<file path="config.mk">
export PLATFORM = sky130hd
export DESIGN_NAME = rgb_led_fade_serializer
export DESIGN_NICKNAME = d
export VERILOG_FILES = /design/src/rlf_pkg.sv /design/src/rlf_div.sv /design/src/rlf_fade.sv /design/src/rlf_line.sv /design/src/rgb_led_fade_serializer.sv
export SDC_FILE = /design/constraint.sdc
export NUM_CORES = 1
export LEC_CHECK = 0
export ABC_AREA = 1
export BUFFER_PORTS_ARGS = -buffer_cell sky130_fd_sc_hd__buf_2
export CORE_AREA = 2 2 199 201
export DETAILED_ROUTE_END_ITERATION = 12
export DIE_AREA = 0 0 201 203
export PLACE_DENSITY = 0.75
export SYNTH_ARGS = -nofsm -noshare
export SYNTH_HDL_FRONTEND = slang
export SYNTH_SLANG_ARGS = --single-unit
</file>
<file path="constraint.sdc">
create_clock -name clk -period 3.1 [get_ports clk]
set_input_delay 0.155 -clock clk [delete_from_list [all_inputs] [get_ports clk]]
set_output_delay 0.155 -clock clk [all_outputs]
set_load 0.05 [all_outputs]
</file>
<file path="src/rlf_pkg.sv">
// shared types, constants and helpers for the rgb led fade serializer
package rlf_pkg;

  localparam int FRAME_BITS = 24;
  localparam int BITS_W     = $clog2(FRAME_BITS + 1);
  localparam int CHANNELS   = 3;
  localparam int DIV_STEPS  = 16;
  localparam int DIV_CNT_W  = $clog2(DIV_STEPS + 1);

  localparam logic [1:0] REQ_SET   = 2'd0;
  localparam logic [1:0] REQ_FRAME = 2'd1;
  localparam logic [1:0] REQ_TICK  = 2'd2;

  localparam logic [15:0] COLOUR_MAX = 16'hFF00;
  localparam logic [7:0]  FADE_RESET = 8'd16;

  typedef struct packed {
    logic [1:0] req_type;
    logic [7:0] target_green;
    logic [7:0] target_red;
    logic [7:0] target_blue;
  } in_item_t;

  typedef struct packed {
    logic line_level;
    logic busy_res;
    logic frame_done;
  } out_item_t;

  typedef struct packed {
    logic [7:0] zero_high;
    logic [7:0] zero_low;
    logic [7:0] one_high;
    logic [7:0] one_low;
  } timing_t;

  // a zero register value behaves as one
  function automatic logic [7:0] at_least_one(input logic [7:0] v);
    return (v == 8'd0) ? 8'd1 : v;
  endfunction

endpackage

</file>
<file path="src/rlf_div.sv">
// bit-serial restoring divider, 16-bit magnitude by 8-bit divisor, sign applied at the end
module rlf_div (
  input  logic        clk,
  input  logic        rst,
  input  logic        start,
  input  logic [15:0] magnitude,
  input  logic        negative,
  input  logic [7:0]  divisor,
  output logic        done,
  output logic [17:0] quotient
);

  logic [rlf_pkg::DIV_CNT_W-1:0] cnt;
  logic [15:0] quo;
  logic [7:0]  rem;
  logic [7:0]  dvs;
  logic        neg;
  logic [8:0]  trial;
  logic        ge;

  assign trial = {rem, quo[15]};
  assign ge    = trial >= {1'b0, dvs};

  always_ff @(posedge clk) begin
    if (rst) begin
      cnt  <= '0;
      done <= 1'b0;
    end else if (start) begin
      cnt  <= rlf_pkg::DIV_CNT_W'(rlf_pkg::DIV_STEPS);
      done <= 1'b0;
    end else if (cnt != '0) begin
      cnt  <= cnt - 1'b1;
      done <= (cnt == rlf_pkg::DIV_CNT_W'(1));
    end else begin
      done <= 1'b0;
    end
  end

  always_ff @(posedge clk) begin
    if (start) begin
      quo <= magnitude;
      rem <= '0;
      dvs <= divisor;
      neg <= negative;
    end else if (cnt != '0) begin
      rem <= ge ? 8'(trial - {1'b0, dvs}) : trial[7:0];
      quo <= {quo[14:0], ge};
    end
  end

  assign quotient = neg ? 18'(-{2'b00, quo}) : {2'b00, quo};

endmodule

</file>
<file path="src/rlf_fade.sv">
// colour fade state: target load with serial per-channel division and per-frame step
module rlf_fade (
  input  logic                  clk,
  input  logic                  rst,
  input  logic                  set_target,
  input  logic                  frame_step,
  input  logic [2:0][7:0]       goal_in,
  input  logic [7:0]            fade_steps,
  output logic                  busy,
  output logic [23:0]           frame_word
);

  localparam logic [1:0] S_IDLE = 2'd0;
  localparam logic [1:0] S_LOAD = 2'd1;
  localparam logic [1:0] S_WAIT = 2'd2;

  logic [1:0]  state;
  logic [1:0]  chan;
  logic [7:0]  steps_held;
  logic [15:0] colour_now  [rlf_pkg::CHANNELS];
  logic [17:0] colour_step [rlf_pkg::CHANNELS];
  logic [7:0]  colour_goal [rlf_pkg::CHANNELS];
  logic [7:0]  fade_count;

  logic [7:0]  steps_now;
  logic [7:0]  fc_inc;
  logic        fc_below;
  logic        snap;
  logic [15:0] colour_new [rlf_pkg::CHANNELS];

  logic [16:0] diff;
  logic [15:0] mag;
  logic        div_done;
  logic [17:0] div_q;

  assign steps_now = rlf_pkg::at_least_one(fade_steps);
  assign fc_inc    = fade_count + 8'd1;
  assign fc_below  = fade_count < steps_now;
  assign snap      = !fc_below || (fc_inc >= steps_now);

  always_comb begin
    logic signed [18:0] sum;
    for (int c = 0; c < rlf_pkg::CHANNELS; c++) begin
      sum = $signed({3'b000, colour_now[c]}) + $signed({colour_step[c][17], colour_step[c]});
      if (snap) begin
        colour_new[c] = {colour_goal[c], 8'h00};
      end else if (sum < 0) begin
        colour_new[c] = 16'h0000;
      end else if (sum > $signed({3'b000, rlf_pkg::COLOUR_MAX})) begin
        colour_new[c] = rlf_pkg::COLOUR_MAX;
      end else begin
        colour_new[c] = sum[15:0];
      end
    end
  end

  // green, red, blue integer parts
  assign frame_word = {colour_new[0][15:8], colour_new[1][15:8], colour_new[2][15:8]};

  // (goal << 8) - current for the channel under division
  assign diff = {1'b0, colour_goal[chan], 8'h00} - {1'b0, colour_now[chan]};
  assign mag  = diff[16] ? 16'(-diff) : diff[15:0];

  rlf_div u_div (
    .clk       (clk),
    .rst       (rst),
    .start     (state == S_LOAD),
    .magnitude (mag),
    .negative  (diff[16]),
    .divisor   (steps_held),
    .done      (div_done),
    .quotient  (div_q)
  );

  assign busy = state != S_IDLE;

  always_ff @(posedge clk) begin
    if (rst) begin
      state      <= S_IDLE;
      chan       <= '0;
      steps_held <= 8'd1;
      fade_count <= rlf_pkg::FADE_RESET;
      for (int c = 0; c < rlf_pkg::CHANNELS; c++) begin
        colour_now[c]  <= '0;
        colour_step[c] <= '0;
        colour_goal[c] <= '0;
      end
    end else begin
      unique case (state)
        S_IDLE: begin
          if (set_target) begin
            for (int c = 0; c < rlf_pkg::CHANNELS; c++) begin
              colour_goal[c] <= goal_in[2-c];
            end
            steps_held <= steps_now;
            fade_count <= '0;
            chan       <= '0;
            state      <= S_LOAD;
          end else if (frame_step) begin
            for (int c = 0; c < rlf_pkg::CHANNELS; c++) begin
              colour_now[c] <= colour_new[c];
            end
            if (fc_below) begin
              fade_count <= fc_inc;
            end
          end
        end
        S_LOAD: begin
          state <= S_WAIT;
        end
        S_WAIT: begin
          if (div_done) begin
            colour_step[chan] <= div_q;
            if (chan == 2'd2) begin
              state <= S_IDLE;
            end else begin
              chan  <= chan + 2'd1;
              state <= S_LOAD;
            end
          end
        end
        default: begin
          state <= S_IDLE;
        end
      endcase
    end
  end

endmodule

</file>
<file path="src/rlf_line.sv">
// one-wire line encoder: frame shift register, bit counter and phase timer
module rlf_line (
  input  logic                 clk,
  input  logic                 rst,
  input  logic                 load,
  input  logic [23:0]          word,
  input  logic                 tick,
  input  rlf_pkg::timing_t     timing,
  output logic                 busy,
  output logic                 in_high,
  output logic                 done
);

  localparam int MSB = rlf_pkg::FRAME_BITS - 1;

  logic [rlf_pkg::FRAME_BITS-1:0] frame_shift;
  logic [rlf_pkg::BITS_W-1:0]     bits_left;
  logic [7:0]                     phase_timer;
  logic [rlf_pkg::FRAME_BITS-1:0] word_ext;
  logic [7:0]                     timer_dec;
  logic                           last_bit;

  assign word_ext  = rlf_pkg::FRAME_BITS'(word) << (rlf_pkg::FRAME_BITS - 24);
  assign busy      = bits_left != '0;
  assign timer_dec = phase_timer - 8'd1;
  assign last_bit  = bits_left == rlf_pkg::BITS_W'(1);
  assign done      = tick && busy && (timer_dec == 8'd0) && !in_high && last_bit;

  always_ff @(posedge clk) begin
    if (rst) begin
      frame_shift <= '0;
      bits_left   <= '0;
      phase_timer <= '0;
      in_high     <= 1'b0;
    end else if (load) begin
      frame_shift <= word_ext;
      bits_left   <= rlf_pkg::BITS_W'(rlf_pkg::FRAME_BITS);
      in_high     <= 1'b1;
      phase_timer <= rlf_pkg::at_least_one(word_ext[MSB] ? timing.one_high : timing.zero_high);
    end else if (tick && busy) begin
      if (timer_dec != 8'd0) begin
        phase_timer <= timer_dec;
      end else if (in_high) begin
        in_high     <= 1'b0;
        phase_timer <= rlf_pkg::at_least_one(frame_shift[MSB] ? timing.one_low
                                                              : timing.zero_low);
      end else begin
        frame_shift <= frame_shift << 1;
        bits_left   <= bits_left - 1'b1;
        if (last_bit) begin
          in_high     <= 1'b0;
          phase_timer <= timer_dec;
        end else begin
          in_high     <= 1'b1;
          phase_timer <= rlf_pkg::at_least_one(frame_shift[MSB-1] ? timing.one_high
                                                                  : timing.zero_high);
        end
      end
    end
  end

endmodule

</file>
<file path="src/rgb_led_fade_serializer.sv">
// top level of the rgb led fade serializer: handshake, register port, fade and line encoder
// output: every accepted item gives its result in the output register in the next cycle
// throughput: tick and frame items, one per cycle while the result side keeps up
// set target: after it is accepted the input stalls while the shared bit-serial divider
//   handles the colour channels in turn (one quotient bit per cycle, 16 bits per channel)
// reset: synchronous; registers to their defaults, colours zero, line idle
module rgb_led_fade_serializer (
  input  logic               clk,
  input  logic               rst,
  input  logic               in_valid,
  output logic               in_stall,
  input  rlf_pkg::in_item_t  in_data,
  output logic               out_valid,
  input  logic               out_stall,
  output rlf_pkg::out_item_t out_data,
  input  logic               psel,
  input  logic               penable,
  input  logic               pwrite,
  input  logic [4:0]         paddr,
  input  logic [31:0]        pwdata,
  output logic [31:0]        prdata,
  output logic               pready
);

  // register indexes on the port
  localparam logic [2:0] REG_FADE_STEPS = 3'd0;
  localparam logic [2:0] REG_ZERO_HIGH  = 3'd1;
  localparam logic [2:0] REG_ZERO_LOW   = 3'd2;
  localparam logic [2:0] REG_ONE_HIGH   = 3'd3;
  localparam logic [2:0] REG_ONE_LOW    = 3'd4;

  logic [7:0]        fade_steps;
  rlf_pkg::timing_t  timing;

  logic              accept;
  logic              is_set;
  logic              is_frame;
  logic              is_tick;
  logic              frame_load;
  logic              fade_busy;
  logic [23:0]       frame_word;
  logic              line_busy;
  logic              line_high;
  logic              line_done;
  rlf_pkg::out_item_t result;

  // register port, writes land on the access cycle
  assign pready = 1'b1;

  always_ff @(posedge clk) begin
    if (rst) begin
      fade_steps       <= 8'd16;
      timing.zero_high <= 8'd1;
      timing.zero_low  <= 8'd6;
      timing.one_high  <= 8'd3;
      timing.one_low   <= 8'd3;
    end else if (psel && penable && pwrite && pready) begin
      unique case (paddr[4:2])
        REG_FADE_STEPS: fade_steps       <= pwdata[7:0];
        REG_ZERO_HIGH:  timing.zero_high <= pwdata[7:0];
        REG_ZERO_LOW:   timing.zero_low  <= pwdata[7:0];
        REG_ONE_HIGH:   timing.one_high  <= pwdata[7:0];
        REG_ONE_LOW:    timing.one_low   <= pwdata[7:0];
        default: begin
        end
      endcase
    end
  end

  always_comb begin
    unique case (paddr[4:2])
      REG_FADE_STEPS: prdata = {24'd0, fade_steps};
      REG_ZERO_HIGH:  prdata = {24'd0, timing.zero_high};
      REG_ZERO_LOW:   prdata = {24'd0, timing.zero_low};
      REG_ONE_HIGH:   prdata = {24'd0, timing.one_high};
      REG_ONE_LOW:    prdata = {24'd0, timing.one_low};
      default:        prdata = 32'd0;
    endcase
  end

  // hold input while a division runs or the result register is full and stalled
  assign in_stall = fade_busy || (out_valid && out_stall);
  assign accept   = in_valid && !in_stall;
  assign is_set   = in_data.req_type == rlf_pkg::REQ_SET;
  assign is_frame = in_data.req_type == rlf_pkg::REQ_FRAME;
  assign is_tick  = in_data.req_type == rlf_pkg::REQ_TICK;

  // a frame only starts when the line is idle, otherwise it is dropped
  assign frame_load = accept && is_frame && !line_busy;

  rlf_fade u_fade (
    .clk        (clk),
    .rst        (rst),
    .set_target (accept && is_set),
    .frame_step (frame_load),
    .goal_in    ({in_data.target_green, in_data.target_red, in_data.target_blue}),
    .fade_steps (fade_steps),
    .busy       (fade_busy),
    .frame_word (frame_word)
  );

  rlf_line u_line (
    .clk     (clk),
    .rst     (rst),
    .load    (frame_load),
    .word    (frame_word),
    .tick    (accept && is_tick),
    .timing  (timing),
    .busy    (line_busy),
    .in_high (line_high),
    .done    (line_done)
  );

  // the high flag is clear whenever the line is idle, so one form covers all items:
  // a tick shows the current phase, other items show the level the next tick drives
  assign result.line_level = frame_load || line_high;
  assign result.busy_res   = frame_load || line_busy;
  assign result.frame_done = line_done;

  // result register
  always_ff @(posedge clk) begin
    if (rst) begin
      out_valid <= 1'b0;
    end else if (accept) begin
      out_valid <= 1'b1;
    end else if (!out_stall) begin
      out_valid <= 1'b0;
    end
  end

  always_ff @(posedge clk) begin
    if (accept) begin
      out_data <= result;
    end
  end

  // a frame taken on an idle line starts sending
  a_frame_starts: assert property (@(posedge clk) disable iff (rst)
    frame_load |=> line_busy && line_high)
    else $error("frame did not start sending");

  // a target load holds off the next item
  a_set_stalls: assert property (@(posedge clk) disable iff (rst)
    (accept && is_set) |=> in_stall)
    else $error("input not held during division");

  // end of frame is only reported on a busy tick
  a_done_busy: assert property (@(posedge clk) disable iff (rst)
    (out_valid && out_data.frame_done) |-> out_data.busy_res)
    else $error("frame done without busy");

  // the line never reads high while idle
  a_idle_low: assert property (@(posedge clk) disable iff (rst)
    !line_busy |-> !line_high)
    else $error("line high while idle");

endmodule

</file>
# After elaboration in Yosys (flattened, before gate mapping)
# Memory sizes are Yosys's and may differ from the RTL's. A register that Yosys moved wholly into a read port is not among the register bits.
# Cells that the tools add are included.
# totals
ff_bits,141
word_cells,211
output_inout_bits,38
input_bits,70
ram_bits,126
mem_count,3
# op_classes
eq_ne,17
n_mux,83
reduce_logical,53
add_sub_neg,12
n_lt_le_gt_ge,9
bitwise_logic,9
# mem_list
memory,depth,word_bits,read_ports,rd_clocked_by_memory_dff,wr,line_no,text
u_fade.colour_step,3,18,3,0,3,rlf_fade.sv:21,logic [17:0] colour_step [rlf_pkg::CHANNELS];
u_fade.colour_now,3,16,4,1,3,rlf_fade.sv:20,logic [15:0] colour_now [rlf_pkg::CHANNELS];
u_fade.colour_goal,3,8,4,1,3,rlf_fade.sv:22,logic [7:0] colour_goal [rlf_pkg::CHANNELS];
# op_table
operator,count
$mux W16,15
$mux W8,19
$mux W24,4
$add A17 B18 Y19,3
$gt A19 B17 Y1 const B,3
$lt A19 B1 Y1 const B,3
$logic_not A8 Y1,5
$pmux W8 S5,1
$mux W18,2
$mux W5,6
$mux W1,24
$mux W2,10
$neg A16 Y18,1
$reduce_or A18 Y1,1
$sub A16 B16 Y17,1
$neg A16 Y16,1
$reduce_and A2 Y1,8
$logic_and A1 B1 Y1,12
$reduce_bool A2 Y1,6
$eq A5 B1 Y1 const B,2
$reduce_bool A5 Y1,2
$sub A5 B1 Y5 const B,2
$ge A9 B8 Y1,1
$reduce_and A3 Y1,3
other kinds (25),48

# Logic depth before layout (Yosys ltp)
# Gate-level depths: netlist of the first run.
# logic_depth
ltp_word,12
mapped_depth,28
depth_no_buf,27

# Cells and area by module
# Synthesis of the first run repeated with hierarchy kept, for this count alone.
# unflattened
hier_cells,2766
area_unflattened_um2,19215.9
# modules_own_cells
mod,area_per_inst_um2,instances,cells_each
rlf_fade,11542.3,1,1625
rlf_line,2721.4,1,461
rlf_div,2497.4,1,314
rgb_led_fade_serializer,2454.9,1,366

# Least setup slack after synthesis of the first run
# OpenSTA, ideal clock, no wires.
# synth_path
kind,reg2reg
startpoint,reg (tool-made name)
endpoint,reg u_fade.u_div.quo[15] (data pin)
t_required_ps,2844
period_less_slack_ps,3126
arrival_time_ps,2870
setup_time_ps,256
slack_ps,-26
path_stages_with_launch,21
path_cell_list,dfxtp_1 > inv_2 > buf_6 > clkbuf_1 > nand2_1 > nand3_1 > o21ai_0 > ha_1 > a21oi_1 > nor2_1 > a211oi_1 > nand2_1 > or2_2 > nand2_1 > nand2_1 > nor3_1 > nand3_1 > nand2_1 > a21oi_1 > o21ai_1 > nand2_1
# synth_lines
item,line_no,text
end signal: assignment,rlf_div.sv:41,quo <= magnitude;
end signal: assignment,rlf_div.sv:47,"quo <= {quo[14:0], ge};"
end: declaration,rlf_div.sv:14,logic [15:0] quo;

==> qor.csv, run 1 <==
stage,metric,value,unit
clock_tree,cts_max_level,1,
outcome,outcome,"complete, no violations",
setup_path,path_common_cell,o21ai_4,
synthesis,synth_enable_flop_cells,154,
sta,skew,0.0506,ns
detailed_routing,num_vias,16199,
layout,nFillCells,3374,
placed_design,pre_cts_ws,-0.146,ns
floorplanning,dieHeight,203,um
clock_tree,cts_made_buffers,30,
pwr,p_sw,4070,uW
hold_path,hold_path_class,input port to flop,
detailed_routing,drt_iter0_markers,1241,
pwr,switching_share,0.350,
setup_path,r2r_end,u_fade.u_div.quo[12]$_DFFE_PP_,
detailed_routing,detail-route-antenna-nets,0,
layout,multi_input_area,9580,um^2
synthesis,synth.avg_cell_area,7.67,um^2
detailed_routing,drc,0,
sta,slew_headroom,0.427,
global_routing,grt_pass1_wl,77300,um
setup_path,critPathKind,flop to flop,
hold_path,hold_depth,4,
synthesis,synth-warning-count,0,
layout,area_delta_synth_final,22.6,%
global_routing,grt_max_degree,51,
clock_tree,clk_pin_slew_worst_paths,0.06,ns
synthesis,synth_commonest_cells,"nand2_1, nor2_1, inv_1, a21oi_1, edfxtp_1",
clock_tree,clock-sinks,269,
sta,final-hold-violation-count,0,
setup_path,slowest_stage,dfxtp_4,
flow_run,maxCapViolCount,0,
floorplanning,die-area,40800,um^2
setup_path,worstPathCellList,"clkbuf_16, nand2_1, nand3_2, o21ai_4, ha_4, nand2_4, nor3_4, nand3_2, nand2_2, nand2_4, o21ai_4, inv_2, o21ai_4, clkinv_4, buf_6, nand2_2, xor2_1, o21ai_1",
synthesis,synth_top_area_frac,0.269,
global_routing,gr-total-overflow,0,
layout,fin_area,21100,um^2
sta,setup_viol,0,
synthesis,netlist_top_cells_area,"edfxtp_1, dfxtp_1, nand2_1",
clock_tree,cts_tree,done,
sta,fin_crit,3.06,ns
detailed_routing,drt_wl_total,51500,um
pwr,cell_internal_pwr,7560,uW
synthesis,syn_inst,2243,
setup_path,cp_slowest_stage_delay,0.47,ns
setup_path,crit_fanout,7,
placed_design,dp_hpwl,38000,um
placed_design,io_buffers,56,
layout,regArea,6940,um^2
sta,tightest_slew,0.857,ns
sta,max_freq,326,MHz
pwr,p_leak,0.00929,uW
setup_path,worst_r2r_path_depth,18,
setup_path,startpoint_type,flop,
pwr,ir_worst_vdd,0.000642,V
setup_path,cp.arrival,3.42,ns
sta,rsz0062_at_grt,true,
clock_tree,cts_buffer_depth,3,
global_routing,antenna_found_initial,0,
layout,drive_above_1_share,0.182,
hold_path,min_to,fade_steps[4]$_SDFFE_PP1P_,
setup_path,end_kind,flop,
sta,setup_slack,0.0354,ns
clock_tree,root_buffer,clkbuf_16,
setup_path,critical_path_required,3.45,ns
global_routing,first_global_vias,14861,
detailed_routing,drt-vias-per-instance,5.42,
synthesis,synth_ff_type,edfxtp_1,
synthesis,syn_area,17200,um^2
synthesis,yosys.area.top_type,edfxtp_1,
floorplanning,start_util,0.447,
pwr,pwr-share-comb,0.301,
floorplanning,io_pins,108,
setup_path,worst-r2r-setup-slack,0.04,ns
sta,drv_slew,0,
detailed_routing,drt-pass1-iter-count,5,
layout,antenna_cells,0,
detailed_routing,wire_per_inst,17.3,um
synthesis,async_reset_ff_frac,0,
pwr,powerDensity,551,nW/um^2
synthesis,synth_cell_type_count,65,
pwr,pwr-share-seq,0.387,
clock_tree,insertion_delay,0.61,ns
pwr,p_clk_frac,0.312,
layout,fin_nets,2612,
global_routing,grt_use_total,0.235,
sta,layout_worst_path_cycle_share,0.989,
placed_design,gp_congestion,0.989,
synthesis,ys_seq_area_frac,0.403,
floorplanning,std_cell_rows,72,
synthesis,yosys.cell_count.top_type,nand2_1,
placed_design,dpl-instance-area,18600,um^2
floorplanning,dieWidth,201,um
synthesis,ys_seq_elements,269,
hold_path,hp-start,penable,
floorplanning,design.core.area,38500,um^2
-- area by class of cell --
| class | count | share of cell area |
|---|---|---|
| Inverter | 287 | 0.0524 |
| Tap cell | 518 | 0.0307 |
| Clock buffer | 44 | 0.0410 |
| Timing Repair Buffer | 224 | 0.0856 |
| Sequential cell | 269 | 0.329 |
| Clock inverter | 12 | 0.00647 |
| Timing Repair inverter | 2 | 0.000830 |
| Multi-Input combinational cell | 1630 | 0.454 |
-- power by group through the flow --
stage               registers, uW  logic (uW)  clock network, uW
global route                 4530        3850               3770
detailed placement           4550        3090                  0
floorplan                    4460        2210                  0
finish                       4500        3500               3630
CTS                          4480        3150               3640
global placement             4540        3000                  0
-- stage by stage --
stage	TNS [ns]	instances	hold slack, ns	util	total power, uW
floorplan	0	2266	0.281	-	6670
global placement	-0.119	2857	0.420	0.483	7550
detailed placement	-1.17	2857	0.417	0.483	7640
CTS	0	2948	0.105	0.518	11300
global route	-3.54	2986	0.160	0.548	12200
finish	0	2986	0.133	0.548	11600
-- cells in the final DEF, fill, tap and decap left out, drive strengths merged, types with 23 or more instances in the layout --
| cell | count |
|---|---|
| o211ai | 23 |
| a21oi | 173 |
| nand3 | 109 |
| nand2 | 497 |
| clkbuf | 47 |
| xor2 | 53 |
| nand4 | 26 |
| edfxtp | 154 |
| buf | 187 |
| dlygate4sd3 | 34 |
| dfxtp | 115 |
| nor2 | 292 |
| xnor2 | 32 |
| ha | 94 |
| nor3 | 35 |
| conb | 25 |
| inv | 285 |
| o21ai | 164 |
-- worst max path at each step --
stage                                                      from                                      to  slack [ns]  depth (start not counted)
after global placement    u_fade.colour_now[2][2]$_SDFFCE_PP0P_  u_fade.colour_now[2][13]$_SDFFCE_PN0P_       -0.04                         16
after CTS                                                  flop           u_fade.u_div.quo[4]$_DFFE_PP_       0.001                         17
after floorplan               u_fade.fade_count[2]$_SDFFE_PP0P_      u_line.phase_timer[0]$_SDFFE_PP0P_        0.06                         24
after detailed placement  u_fade.colour_now[2][2]$_SDFFCE_PP0P_  u_fade.colour_now[2][13]$_SDFFCE_PN0P_       -0.15                         16
final                                                      flop          u_fade.u_div.quo[12]$_DFFE_PP_        0.04                         18
after global routing      u_fade.colour_now[0][3]$_SDFFCE_PP0P_      u_line.phase_timer[0]$_SDFFE_PP0P_       -0.22                         25
-- critical path: cells and delay by family (launching register included) --
family,cells,cell delay [ns]
and+or+nand+nor,8,0.71
AOI/OAI and AO/OA,4,0.59
buffers and inverters,4,0.56
DFF,1,0.47
adders and majority gates,1,0.31
xor gates and xnor gates,1,0.15
-- state kept, by name, indices dropped and copies added (netlist names), 2 cells and up, named ones only --
name	cells
u_fade.colour_goal	24
u_fade.u_div.dvs	8
u_fade.colour_step	54
u_fade.fade_count	8
u_fade.chan	2
u_line.frame_shift	24
timing	32
out_data	3
u_fade.colour_now	48
u_fade.u_div.cnt	5
u_fade.u_div.rem	8
u_line.bits_left	5
fade_steps	8
u_fade.state	2
u_fade.u_div.quo	16
u_fade.steps_held	8
u_line.phase_timer	8
-- metal layers --
| metal | vias to the layer above | global-route usage | routed length [um] |
|---|---|---|---|
| met5 | - | 0 | 0 |
| met4 | 0 | 0.0765 | 1950 |
| met3 | 132 | 0.0289 | 3820 |
| met2 | 697 | 0.400 | 24200 |
| met1 | 7547 | 0.311 | 21600 |
| li1 | 7823 | - | - |
-- logic make-up after synthesis --
| logic type | count (synthesis) | share of synthesized area |
|---|---|---|
| AO/OA/AOI/OAI | 441 | 0.149 |
| XOR/XNOR | 85 | 0.0450 |
| adder cells (fa/ha/maj) | 98 | 0.0730 |
| buffers and inverters | 367 | 0.0886 |
| flip-flops | 269 | 0.403 |
| other | 2 | 0.000437 |
| AND/OR/NAND/NOR | 981 | 0.241 |
-- timing repair --
action | in CTS | in global routing
gates cloned | 0 | 5
endpoints found under the hold margin | 72 | 0
gates resized for setup | 11 | 203
pin swaps | 2 | 55
hold buffers | 34 | 0
endpoints found under the setup margin | 54 | 95
buffers inserted | 1 | 33
Power figures use the tool's default switching activity.
==> run 2, diff against run 1 <==
CORE_AREA = 2 2 211 213   (was 2 2 199 201)
DIE_AREA = 0 0 213 215   (was 0 0 201 203)
PLACE_DENSITY = 0.69   (was 0.75)
RECOVER_POWER = 100   (was not set)
==> qor.csv, run 2 (synthesis results as in run 1) <==
stage,metric,value,unit,change
setup_path,r2r-start,u_fade.fade_count[2]$_SDFFE_PP0P_,,
global_routing,grt_pass1_wl,76600,um,-0.85%
detailed_routing,drt_iter0_markers,1438,,+16%
sta,setup_slack,-0.00715,ns,-0.0425 ns
setup_path,crit_fanout,5,,-2
setup_path,critPathKind,flop to flop,,
placed_design,dp_hpwl,37400,um,-1.6%
sta,tightest_slew,1.19,ns,+0.329 ns
clock_tree,root_buffer,clkbuf_16,,
layout,fin_nets,2613,,+0.038%
layout,fin_area,21300,um^2,+0.93%
setup_path,worst_r2r_path_depth,21,,+3
sta,setup_viol,2,,+2
global_routing,grt_max_degree,42,,-18%
clock_tree,cts_made_buffers,31,,+3.3%
pwr,powerDensity,559,nW/um^2,+1.5%
floorplanning,design.core.area,43600,um^2,+13%
layout,multi_input_area,9630,um^2,+0.51%
placed_design,io_buffers,56,,unchanged
setup_path,critPathCapture,u_line.phase_timer[6]$_SDFFE_PP0P_,,
detailed_routing,drt_wl_total,50300,um,-2.4%
clock_tree,clk_pin_slew_worst_paths,0.06,ns,about the same
sta,rsz0062_at_grt,true,,
placed_design,dpl-instance-area,18600,um^2,+0.42%
layout,final_common_cell,nand2_1,,
sta,drv_slew,0,,unchanged
setup_path,cp_slowest_stage_delay,0.38,ns,-0.09 ns
flow_run,maxCapViolCount,0,,unchanged
global_routing,gr-total-overflow,0,,unchanged
setup_path,crit_family,simple AND/OR/NAND/NOR gates,,
sta,final-hold-violation-count,0,,unchanged
setup_path,slowest_stage,dfxtp_1,,
floorplanning,std_cell_rows,77,,+6.9%
setup_path,startpoint,u_fade.fade_count[2]$_SDFFE_PP0P_,,
layout,largest_reg_flops,54,,unchanged
layout,drive_above_1_share,0.180,,-0.00136
sta,skew,0.0119,ns,-0.0387 ns
detailed_routing,drt-vias-per-instance,5.29,,-2.5%
setup_path,critical_path_required,3.64,ns,+0.19 ns
floorplanning,dieHeight,215,um,+5.9%
sta,layout_worst_path_cycle_share,1.00,,+0.0137
sta,fin_crit,3.11,ns,+0.0425 ns
layout,regArea,6940,um^2,about the same
detailed_routing,drc,0,,unchanged
sta,max_freq,322,MHz,-1.4%
hold_path,hold_path_class,input port to flop,,
detailed_routing,drt-pass1-iter-count,6,,+1
clock_tree,cts_tree,done,,
global_routing,grt_use_total,0.208,,-0.0267
outcome,violations,setup timing,,
pwr,p_leak,0.00928,uW,about the same
layout,top_register,u_fade.colour_step,,
pwr,ir_worst_vdd,0.000434,V,-32%
setup_path,startpoint_type,flop,,
floorplanning,io_pins,108,,unchanged
layout,top_regs,"u_fade.colour_step (54), u_fade.colour_now (48), timing (32)",,
floorplanning,die-area,45800,um^2,+12%
global_routing,antenna_found_initial,0,,unchanged
setup_path,worst-r2r-setup-slack,-0.007,ns,-0.04 ns
clock_tree,insertion_delay,0.59,ns,-0.02 ns
pwr,power,11900,uW,+2.4%
detailed_routing,num_vias,16191,,-0.049%
layout,nFillCells,4025,,+19%
detailed_routing,wire_per_inst,16.4,um,-4.8%
floorplanning,dieWidth,213,um,+6.0%
clock_tree,clock-sinks,269,,unchanged
setup_path,cp.arrival,3.65,ns,+0.23 ns
floorplanning,start_util,0.394,,-0.0530
layout,area_delta_synth_final,23.8,%,
clock_tree,cts_max_level,1,,unchanged
global_routing,first_global_vias,15038,,+1.2%
layout,antenna_cells,0,,unchanged
clock_tree,cts_buffer_depth,3,,unchanged
sta,slew_headroom,0.209,,-0.218
detailed_routing,detail-route-antenna-nets,0,,unchanged
layout,final_cell_mix,"nand2_1, inv_1, nor2_1, edfxtp_1, a21oi_1",,
setup_path,worstPathCellList,"nand3_4, nand3b_1, nor2_1, nand2_1, xnor2_2, ha_1, nand2_2, nor2_2, nand4_1, o2111ai_2, nor2_2, inv_2, a21oi_4, nand2_8, buf_12, nand3_2, nand2_2, buf_6, o211ai_1, o211ai_1, inv_1",,
setup_path,worstPathBufferInverterCount,4,,unchanged
setup_path,crit_cells,21,,+3
setup_path,end_kind,flop,,
placed_design,gp_congestion,0.992,,+0.22%
setup_path,r2r_end,u_line.phase_timer[6]$_SDFFE_PP0P_,,
outcome,outcome,"complete, but fails checks",,
## run 2: cell types whose count changed in the layout (fill, tap and decap cells not counted), sizes merged
cell | before | now
buf | 187 | 183
clkinv | 12 | 13
inv | 285 | 287
bufinv | 2 | 5
## run 2: what timing repair did
item	4_1_cts	5_1_grt
pin swaps	1	44
setup buffers	0	46
resized for setup	8	197
hold buffers	34	0
hold endpoints to repair	73	0
gates cloned	0	1
setup endpoints to repair	51	98
## run 2: area by class of cell
class / instances / share of cell area
Clock buffer: 38 / 0.0401
Inverter: 287 / 0.0511
Sequential cell: 269 / 0.326
Multi-Input combinational cell: 1630 / 0.452
Timing Repair Buffer: 226 / 0.0842
Clock inverter: 20 / 0.0116
Tap cell: 592 / 0.0348
## run 2: worst min path at each step
stage / to / cells after the start / from
global placement: u_fade.u_div.dvs[6]$_DFFE_PP_ / 0 / u_fade.steps_held[6]$_SDFFE_PP0P_
finish: out_valid$_SDFFE_PP0P_ / 3 / in_valid
detailed placement: u_fade.u_div.dvs[4]$_DFFE_PP_ / 0 / u_fade.steps_held[4]$_SDFFE_PP0P_
floorplan: timing[0]$_SDFFE_PP1P_ / 2 / pwdata[0]
global route: out_valid$_SDFFE_PP0P_ / 3 / in_valid
CTS: out_valid$_SDFFE_PP0P_ / 3 / in_valid
## run 2: where the power goes
part | internal, uW | total, uW | leakage (uW) | switching (uW)
Combinational | 1270 | 3470 | 0.00622 | 2200
Clock | 2380 | 3940 | 0.000541 | 1560
Sequential | 4190 | 4500 | 0.00252 | 304
Total | 7840 | 11900 | 0.00928 | 4070
## run 2: per-layer routing
layer | track usage | wire, um | share of wire
met1 | 0.274 | 21100 | 0.42
met2 | 0.334 | 22900 | 0.46
met3 | 0.0288 | 3590 | 0.071
met4 | 0.103 | 2670 | 0.053
met5 | 0 | 0 | 0
## run 2: tightest hold or removal path: stages
cell     delay, ns
buf_2         0.10
nand3_1       0.23
a21oi_1       0.10
## run 2: stage by stage
step | setup WS (ns) | cells | utilization | hold slack [ns] | setup TNS (ns)
finish | -0.00715 | 3062 | 0.488 | 0.0389 | -0.0131
global route | -0.261 | 3062 | 0.488 | 0.0477 | -2.56
CTS | 0.00177 | 3016 | 0.461 | 0.00774 | 0
detailed placement | -0.198 | 2924 | 0.427 | 0.419 | -3.38
global placement | -0.0318 | 2924 | 0.427 | 0.418 | -0.0573
floorplan | 0.0624 | 2266 | - | 0.281 | 0
